--- config.mk ---
export PLATFORM = sky130hd
export DESIGN_NAME = fcm_cell
export DESIGN_NICKNAME = d
export VERILOG_FILES = /design/src/rtl/core/flow_cache_meter_defines.svh /design/src/rtl/core/fcm_pkg.sv /design/src/rtl/core/fcm_cell.sv
export SDC_FILE = /design/constraint.sdc
export NUM_CORES = 1
export LEC_CHECK = 0
export ABC_AREA = 1
export BUFFER_PORTS_ARGS = -buffer_cell sky130_fd_sc_hd__clkbuf_2
export CAP_MARGIN = 15
export CORE_AREA = 3 3 516 518
export CTS_BUF_LIST = sky130_fd_sc_hd__clkbuf_16
export CTS_CLUSTER_SIZE = 12
export DETAILED_ROUTE_END_ITERATION = 7
export DIE_AREA = 0 0 519 521
export MAX_ROUTING_LAYER = met4
export PLACE_DENSITY = 0.38
export SYNTH_ARGS = -nofsm -noshare
export SYNTH_HDL_FRONTEND = slang
export SYNTH_SLANG_ARGS = --single-unit
--- constraint.sdc ---
create_clock -name clk -period 13.3 [get_ports clk]
set_input_delay 3.325 -clock clk [delete_from_list [all_inputs] [get_ports clk]]
set_output_delay 3.325 -clock clk [all_outputs]
set_load 0.005 [all_outputs]
--- src/rtl/core/flow_cache_meter_defines.svh ---
// Assertion helpers for the flow cache meter.
`ifndef FLOW_CACHE_METER_DEFINES_SVH
`define FLOW_CACHE_METER_DEFINES_SVH

// A property that must hold at every clock edge outside reset.
`define FCM_ASSERT(lbl, prop, msg) \
    lbl: assert property (@(posedge clk) disable iff (!rst_n) (prop)) else $error(msg);

// A condition that, once seen, must be followed by a consequence in the next cycle.
`define FCM_ASSERT_NEXT(lbl, ante, cons, msg) \
    lbl: assert property (@(posedge clk) disable iff (!rst_n) (ante) |=> (cons)) else $error(msg);

`endif

--- src/rtl/core/fcm_pkg.sv ---
package fcm_pkg;

    localparam int FLOW_ENTRIES = 32;
    localparam int CNT_W        = $clog2(FLOW_ENTRIES + 1);

    localparam logic [15:0] ETH_IPV4  = 16'h0800;
    localparam logic [15:0] ETH_IPV6  = 16'h86DD;
    localparam logic [7:0]  PROTO_TCP = 8'd6;
    localparam logic [7:0]  PROTO_UDP = 8'd17;

    localparam logic [15:0] DEFAULT_INTERVAL = 16'd30;

    localparam logic [1:0] REG_INTERVAL   = 2'd0;
    localparam logic [1:0] REG_START_TIME = 2'd1;

    typedef struct packed {
        logic        ipv6;
        logic        tcp;
        logic [63:0] src_high;
        logic [63:0] src_low;
        logic [63:0] dst_high;
        logic [63:0] dst_low;
        logic [15:0] sport;
        logic [15:0] dport;
    } key_t;

    typedef struct packed {
        key_t        key;
        logic [63:0] packets;
        logic [63:0] bytes;
        logic [31:0] first;
        logic [31:0] last;
    } entry_t;

    // Control broadcast from the sequencer to every cell.
    typedef struct packed {
        logic             shift;
        logic             update;
        logic             append;
        logic [CNT_W-1:0] count;
    } ctrl_t;

endpackage

--- src/rtl/core/fcm_cell.sv ---
module fcm_cell
(
    input  logic                     clk,
    input  logic [fcm_pkg::CNT_W-1:0] position,
    input  fcm_pkg::ctrl_t           ctrl,
    input  fcm_pkg::key_t            key,
    input  logic [15:0]              plen,
    input  logic [31:0]              now,
    input  fcm_pkg::entry_t          neighbour,
    output fcm_pkg::entry_t          entry,
    output logic                     hit,
    output logic                     live
);

    fcm_pkg::entry_t entry_reg;
    fcm_pkg::entry_t entry_next;
    logic            used;
    logic [63:0]     packets_inc;

    // The cell holds a flow only while its place lies below the count.
    assign used        = position < ctrl.count;
    assign hit         = used && (entry_reg.key == key);
    assign live        = used && (entry_reg.packets != 64'd0);
    assign entry       = entry_reg;
    assign packets_inc = entry_reg.packets + 64'd1;

    // Shift towards the head on export, load a new flow, or count a packet.
    always_comb
    begin
        entry_next = entry_reg;
        if (ctrl.shift)
        begin
            entry_next = neighbour;
        end
        else if (ctrl.append && (position == ctrl.count))
        begin
            entry_next.key     = key;
            entry_next.packets = 64'd1;
            entry_next.bytes   = {48'd0, plen};
            entry_next.first   = now;
            entry_next.last    = now;
        end
        else if (ctrl.update && hit)
        begin
            entry_next.packets = packets_inc;
            entry_next.bytes   = entry_reg.bytes + {48'd0, plen};
            if (packets_inc == 64'd1)
            begin
                entry_next.first = now;
            end
            entry_next.last = now;
        end
    end

    always_ff @(posedge clk)
    begin
        entry_reg <= entry_next;
    end

endmodule

Yosys cells after proc, flatten, opt, wreduce, memory -nomap -nowiden
Cells that the tools add are included.
{ "word_totals": {"elab_cells": 32, "ff_bits": 482, "in_bits": 836, "out_inout_bits": 484} }
{ "op_classes": {"n_eq_ne": 3, "n_addsub": 2, "n_mux": 5, "order_cmp": 1, "reduce_logical": 9} }
{ "op_table": {"columns": ["operator", "count"], "rows": [
  ["$mux 482", 1],
  ["$mux 192", 2],
  ["$eq 290x290->1", 1],
  ["$mux 290", 1],
  ["$add 64x1->64 const B", 1],
  ["$add 64x16->64", 1],
  ["$eq 64x1->1 const B", 1],
  ["$reduce_bool 64->1", 1],
  ["$mux 32", 1],
  ["$eq 6x6->1", 1],
  ["$lt 6x6->1", 1],
  ["$reduce_bool 3->1", 2],
  ["$logic_and 1x1->1", 4],
  ["$reduce_and 2->1", 1],
  ["$reduce_bool 2->1", 1]
]} }

Longest topological paths before layout
Gate-level depths: netlist (run 1).
{ "depth": {"ltp_word": 6, "ltp_mapped": 17, "depth_no_buf": 17} }

Worst setup path before layout (run 1)
No wires, ideal clock.
{ "synth_timing": {"path_type": "in2reg", "start": "in ctrl[5] (netlist name)", "end": "reg entry_reg, in the netlist entry[161], data pin", "path_buffers": 1, "cell_stages": 10, "setup_ns": 0.614, "t_required_ns": 12.686, "arrival_ns": 13.002, "path_slack_ns": -0.315, "cell_sequence": "inv_1 ha_1 nand2_1 nor2_1 nand2_1 inv_1 nor2_2 inv_1 clkbuf_1 o21ai_0"} }
{ "synth_lines": {"columns": ["item", "line_no", "rtl"], "rows": [
  ["start, declared", "fcm_cell.sv:5", "input fcm_pkg::ctrl_t ctrl,"],
  ["end signal, assigned", "fcm_cell.sv:57", "entry_reg <= entry_next;"],
  ["end, declared", "fcm_cell.sv:15", "fcm_pkg::entry_t entry_reg;"]
]} }

Worst setup path in the final report (run 1)
{ "layout_timing": {"start": "in ctrl[1] (netlist name)", "end": "out hit"} }
{ "layout_via": {"elab_chain_cells": 2} }
{ "layout_rtl": {"columns": ["item", "line_no", "rtl"], "rows": [
  ["$lt 6x6->1", "fcm_cell.sv:21", "assign used = position < ctrl.count;"],
  ["$logic_and 1x1->1", "fcm_cell.sv:22", "assign hit = used && (entry_reg.key == key);"],
  ["end, declared", "fcm_cell.sv:11", "output logic hit,"]
]} }
No other way between the ends.

==> results of run 1 <==
-- metal layers --
| metal | vias up | global-route usage | wire (um) |
|---|---|---|---|
| met3 | 313 | 0.0571 | 18700 |
| li1 | 14977 | - | - |
| met4 | 0 | 0.0557 | 8360 |
| met5 | - | - | 0 |
| met2 | 1691 | 0.308 | 122000 |
| met1 | 15775 | 0.202 | 99300 |
-- power by group through the flow --
stage / registers (mW) / clock network [mW] / logic (mW)
2_1_floorplan: 2.01 / 0 / 0.420
3_3_place_gp: 2.06 / 0 / 1.08
3_5_place_dp: 2.05 / 0 / 1.08
4_1_cts: 2.03 / 2.12 / 1.09
5_1_grt: 2.04 / 2.16 / 1.16
6_report: 2.03 / 2.01 / 1.06
-- synthesized netlist by cell type (2+ instances only) --
library cell | count | area [um2]
nand2_1 | 1730 | 6490
nor4_1 | 29 | 181
nor2_4 | 6 | 67.6
o21ai_0 | 178 | 891
nand2_2 | 8 | 50.1
xnor2_1 | 209 | 1830
nor3_1 | 22 | 110
buf_2 | 2 | 10.0
clkbuf_1 | 103 | 387
a31oi_1 | 6 | 37.5
inv_1 | 316 | 1190
or2_2 | 13 | 81.3
a22o_1 | 46 | 403
o21bai_1 | 6 | 45.0
o21ai_1 | 16 | 80.1
o22ai_1 | 2 | 12.5
ha_1 | 24 | 300
a21oi_1 | 30 | 150
o21a_1 | 3 | 22.5
nand2_4 | 4 | 45.0
nand3b_1 | 12 | 90.1
edfxtp_1 | 482 | 14500
nand3_1 | 90 | 450
clkinv_1 | 2 | 7.51
inv_2 | 9 | 33.8
buf_4 | 2 | 15.0
and2_1 | 2 | 12.5
o21ai_2 | 2 | 17.5
o211ai_1 | 5 | 37.5
nand4_1 | 64 | 400
xor2_1 | 21 | 184
nor2_1 | 328 | 1230
nor2_8 | 4 | 80.1
a21o_1 | 3 | 22.5
nor2_2 | 8 | 50.1
-- cells by family (layout without fill, tap and decap cells) --
group / count (synthesis) / count (layout) / share of synthesized area
xor gates and xnor gates: 230 / 230 / 0.0681
DFF: 482 / 482 / 0.490
other: 0 / 69 / 0
AOI/OAI and AO/OA: 301 / 301 / 0.0592
and+or+nand+nor: 2322 / 2322 / 0.317
adders and majority gates: 25 / 25 / 0.0108
buffers and inverters: 434 / 1802 / 0.0554
-- worst min-delay path by stage --
stage                                 endpoint  slack, ps  cells after the start
after floorplan            entry[81]$_DFFE_PP_        630                      2
after global placement    entry[126]$_DFFE_PP_        670                      2
final                     entry[126]$_DFFE_PP_        720                      2
after detailed placement  entry[126]$_DFFE_PP_        710                      2
after CTS                 entry[126]$_DFFE_PP_        720                      2
after global routing      entry[126]$_DFFE_PP_        790                      2
-- layout make-up --
class | count | share of cell area
Timing Repair Buffer | 1343 | 0.160
Antenna cell | 69 | 0.00402
Inverter | 327 | 0.0289
Clock buffer | 74 | 0.0431
Clock inverter | 58 | 0.0118
Sequential cell | 482 | 0.337
Tap cell | 3515 | 0.102
Multi-Input combinational cell | 2878 | 0.313
-- worst reg2reg max path, stage by stage, from the launching register on --
cell and delay (ps):
edfxtp_1 440, xnor2_1 190, nand3_1 100, nor2_1 640, nand2_1 170, nor2_1 620, nand2_1 140, nor2_1 110
nand2_1 140, nor2_2 170, buf_8 160, nand2_1 270, nand2_4 550, buf_12 410
-- through the flow --
stage	cell area, um2	power [mW]	setup WS, ps	instances
finish	43000	5.10	3810	8746
global route	43000	5.36	3540	8739
CTS	42800	5.23	3460	8677
detailed placement	40500	3.13	3460	8545
global placement	40400	3.14	2430	8542
floorplan	29600	2.42	4340	3794
==> summary.md, run 1 <==
| Metric | Value |
|---|---|
| Status | `completed` |
| Vias per cell | `~3.7` |
| Crit-path slowest cell | `nand3_1` |
| Worst-path clk slew | `~50 ps` |
| Most frequent cells in the layout | `1,728 x nand2_1, 1,318 x clkbuf_2, 482 x edfxtp_1` |
| GR Overflow Total | `0` |
| Worst vdd ir | `approximately 0.082 mV` |
| Most numerous cell on the critical path | `nor2_1` |
| Cells on worst reg2reg path | `13` |
| Final net count | `5,966` |
| Max Clk Rate | `around 110 MHz` |
| Critical path data required time | `between 9000 and 10,000 ps` |
| FILL cells | `just over 30,000` |
| Initial antenna violation count | `roughly 160` |
| Max FFs per register | `around 480` |
| Number of synthesized register bits | `482` |
| Hold crit path type | `reg -> reg` |
| CTS root buffer | `clkbuf_16` |
| Ys flop type | `edfxtp_1` |
| IO buf count | `about 1,300` |
| CP Max Fanout | `2` |
| Post-Syn Nets | `~4,700` |
| Inserted Clock Buffers | `73` |
| Reg2Reg Setup Slack | `8560 ps` |
| Post-cts resize count | `0` |
| Tot GR Track Use | `0.181` |
| Sw power | `1.73 mW` |
| Clock power share | `0.395` |
| Hold buffers post-CTS | `0` |
| Post-synthesis area per instance | `approximately 8 um2` |
| Starting Density | `0.113` |
| Vias in the first global route | `around 32,000` |
| DRC | `0` |
| Largest net degree at the start of global routing | `~140` |
| CP Data Arrival Time | `6160 ps` |
| RSZ-0062 raised after global routing | `false` |
| Clk Latency, worst-skew pair | `roughly 700 ps` |
| # rows | `188` |
| Final hold vios | `0` |
| Routed Antenna Nets | `0` |
| P&R area growth vs syn | `45.5%` |
| Sequential area share after synthesis | `0.490` |
| Crit start category | `input port` |
| Post-synth ARST share | `0` |
| TritonCTS clock tree | `built` |
| Cells after Synth | `about 3,800` |
| Clock Skew | `approximately 47 ps` |
| Synthesized cell area | `between 20,000 and 30,000 um2` |
| R2r endpoint | `entry[68]$_DFFE_PP_` |
| Clock buffer depth | `3` |
| Clk sinks | `between 400 and 500` |
| WS Path Type | `in -> out` |
| FF-to-FF Start | `entry[451]$_DFFE_PP_` |
| Cell chain of the critical path | `clkbuf_2 -> inv_1 -> ha_1 -> inv_1 -> nor2_1 -> o21ai_0 -> nand3_1 -> nor2_1 -> nand3_1 -> nor2_1 -> nand2_1 -> nor2_2 -> buf_8 -> clkbuf_2` |
| Die ar. | `270,000 um2` |
| Final min period | `roughly 9500 ps` |
| Crit. path cell count | `14` |
| Layout Utilization | `0.164` |
| Global-route wire length before repair | `approximately 320 mm` |
| Unique masters post-synth | `between 40 and 50` |
| Initial DRC Count | `roughly 2,700` |
| Drt total wl | `approximately 250 mm` |
| Via count | `32,756` |
| Area of the multi-input gates | `13,500 um2` |
| H-tree depth | `3` |
| Commonest non-fill, non-tap cell in the layout | `nand2_1` |
| Die width | `519 um` |
| Worst setup EP type | `output port` |
| Fin crit share | `0.713` |
| Slew of the pin with the lowest slew margin | `~1200 ps` |
| Comb pwr share | `0.207` |
| Post-detail-place hpwl | `about 210 mm` |
| Power per Cell Area | `between 100 and 150 nW/um2` |
| Yosys warns | `0` |
| Initial DRT Pass Iterations | `8` |
| Cell family with most CP delay | `simple AND/OR/NAND/NOR gates` |
| CORE AREA | `roughly 260,000 um2` |
| Hold Slack | `between 700 and 800 ps` |
| GPL Wtd Cong | `a little under 1` |
| Switch share | `0.339` |
| Wirelength per Cell | `28.4 um` |
| Slew margin rel. | `0.158` |
| Worst Hold Launch | `entry[126]$_DFFE_PP_` |
| IO Count | `1,320` |
| Register area | `~14,000 um2` |
| Seq pwr share | `0.398` |
| CP max stage delay | `approximately 740 ps` |
| Setup bufs post-CTS | `0` |
| Final setup violation count | `0` |
| Number of synthesized flops with an enable pin | `482` |
| Crit path to | `hit` |
| Internal power | `3.37 mW` |
| Number of max-cap violations | `0` |
| Die Height | `between 500 and 600 um` |
| Lkg Pwr | `a little under 20 nW` |
| Setup TNS | `0 ps` |
| CP startpoint | `ctrl[1]` |
| Layout cells sized above 1 | `0.293` |
| Pins Over Slew Limit | `0` |
| Buf/Inv on CP | `5` |
Note: power is estimated with default switching activity, not from simulation.
==> run 2: changes to the inputs <==
- CORE_AREA: 3 3 516 518 -> 3 3 510 512
- DIE_AREA: 0 0 519 521 -> 0 0 513 515
- PLACE_DENSITY: 0.38 -> 0.37
- clock period: 13.3 -> 9.2 ns (I/O delays scaled with it)
==> summary.md, run 2 (synthesis results as in run 1) <==
| Metric | Value |
|---|---|
| Setup TNS | `0 ps (unchanged)` |
| Status | `completed` |
| WS Path Type | `in -> out` |
| Most frequent cells in the layout | `1,727 x nand2_1, 1,318 x clkbuf_2, 482 x edfxtp_1` |
| Commonest non-fill, non-tap cell in the layout | `nand2_1` |
| CP Max Fanout | `2 (unchanged)` |
| Largest net degree at the start of global routing | `136 (-3.5%)` |
| CTS root buffer | `clkbuf_16` |
| Inserted Clock Buffers | `74 (+1.4%)` |
| Post-Layout Cell Count | `8,609 (-1.6%)` |
| Die ar. | `264,000 um2 (-2.3%)` |
| Worst-path clk slew | `60 ps (about the same)` |
| Final hold vios | `0 (unchanged)` |
| Inst Count DP | `8,413 (-1.5%)` |
| P&R area growth vs syn | `45.3%` |
| Area of the multi-input gates | `13,500 um2 (about the same)` |
| Clk Latency, worst-skew pair | `690 ps (about the same)` |
| Crit start category | `input port` |
| FILL cells | `29,501 (-3.0%)` |
| Final net count | `5,966 (unchanged)` |
| GR Overflow Total | `0 (unchanged)` |
| Max Clk Rate | `137 MHz` |
| Slew of the pin with the lowest slew margin | `1080 ps (-167 ps)` |
| Number of max-cap violations | `0 (unchanged)` |
| Register area | `14,500 um2 (unchanged)` |
| Max FFs per register | `482 (unchanged)` |
| RSZ-0062 raised after global routing | `false` |
| Fin crit share | `0.796` |
| GPL Wtd Cong | `0.925 (-4.0%)` |
| IO Count | `1,320 (unchanged)` |
| Global-route wire length before repair | `318 mm (about the same)` |
| Initial DRT Pass Iterations | `6 (-2)` |
| Total Power | `7.53 mW (+48%)` |
| Wirelength per Cell | `28.9 um (+1.7%)` |
| Hold Slack | `717 ps (-6.77 ps)` |
| Routed Antenna Nets | `0 (unchanged)` |
| Critical path data required time | `6900 ps (-3070 ps)` |
| Post-detail-place hpwl | `212 mm (+0.12%)` |
| CORE AREA | `256,000 um2 (-2.2%)` |
| Vias per cell | `3.76 (+0.41%)` |
| Slew margin rel. | `0.278 (+0.120)` |
| TritonCTS clock tree | `built` |
| DRC | `0 (unchanged)` |
| Tot GR Track Use | `0.186 (+0.00453)` |
| Setup bufs post-CTS | `0 (unchanged)` |
| Clk sinks | `482 (unchanged)` |
| Initial antenna violation count | `145 (-7.6%)` |
| # rows | `186 (-1.1%)` |
| Die width | `513 um (-1.2%)` |
| Power per Cell Area | `175 nW/um2 (+48%)` |
| Starting Density | `0.115 (+0.00256)` |
| Final setup violation count | `0 (unchanged)` |
| Vias in the first global route | `32,373 (-0.096%)` |
| Die Height | `515 um (-1.2%)` |
| Drt total wl | `248 mm (+0.14%)` |
| Via count | `32,374 (-1.2%)` |
| Initial DRC Count | `2,627 (-3.3%)` |
| Pins Over Slew Limit | `0 (unchanged)` |
| CP Data Arrival Time | `5020 ps (-1140 ps)` |
| Clock buffer depth | `3 (unchanged)` |
| Lkg Pwr | `19.6 nW (+0.32%)` |
| Hold buffers post-CTS | `0 (unchanged)` |
| Clock Skew | `43.4 ps (-3.24 ps)` |
| Pre-CTS WS | `1550 ps (-1910 ps)` |
| Worst setup EP type | `output port` |
| Final min period | `~7300 ps` |
| Layout cells sized above 1 | `0.292 (-0.000969)` |
| H-tree depth | `3 (unchanged)` |
| Hold crit path type | `reg -> reg` |
| Post-cts resize count | `0 (unchanged)` |
| Worst vdd ir | `0.113 mV (+38%)` |
| Final setup margin | `1880 ps (-1930 ps)` |
| IO buf count | `1,319 (unchanged)` |
-- run 2: changes by cell type in the layout (fill, tap and decap cells not counted), sizes merged --
cell      before   now
inv          347   346
bufinv         6    10
buf           25    24
clkinvlp       5     0
clkinv        27    29
clkbuf      1392  1393
diode         69    63
-- run 2: final cells by class --
cell class	instances	share of cell area
diodes	63	0.00367
clock buffers	75	0.0437
clock inverters	58	0.0142
inverters	327	0.0289
multi-input cells	2878	0.314
flip-flops and latches	482	0.337
well taps	3384	0.0986
repair buffers	1342	0.160
-- run 2: final timing paths --
kind                   startpoint  slack (ps)              endpoint  cells after the start
max                      key[283]        1880                   hit                     12
min           entry[82]$_DFFE_PP_         720   entry[82]$_DFFE_PP_                      2
max reg2reg  entry[475]$_DFFE_PP_        4510  entry[186]$_DFFE_PP_                     12
min reg2reg   entry[82]$_DFFE_PP_         720   entry[82]$_DFFE_PP_                      2
-- run 2: per-layer routing --
layer / track usage / vias up / wire length (um)
met1: 0.209 / 15677 / 99700
met2: 0.325 / 1426 / 125000
met5: - / - / 0
met4: 0.0457 / 0 / 5930
met3: 0.0496 / 284 / 17700
li1: - / 14987 / -
-- run 2: metrics by stage --
stage | util | cell area (um2)
after floorplan | - | 29600
after global placement | 0.157 | 40300
after detailed placement | 0.157 | 40300
after global routing | 0.168 | 42900
final | 0.168 | 42900
after CTS | 0.167 | 42800
-- run 2: power by group --
group / internal [mW] / total (mW) / switching, mW
clock network: 1.78 / 3.07 / 1.30
registers: 2.68 / 2.94 / 0.257
logic: 0.550 / 1.52 / 0.966
-- run 2: critical path, stage by stage --
cell	delay [ps]
clkbuf_2	90
inv_1	50
nand2_1	60
o21ai_0	380
nor2_1	260
nand3_1	430
nor2_1	380
nand3_1	130
nor2_1	130
nand2_1	140
nor2_1	380
clkbuf_2	280
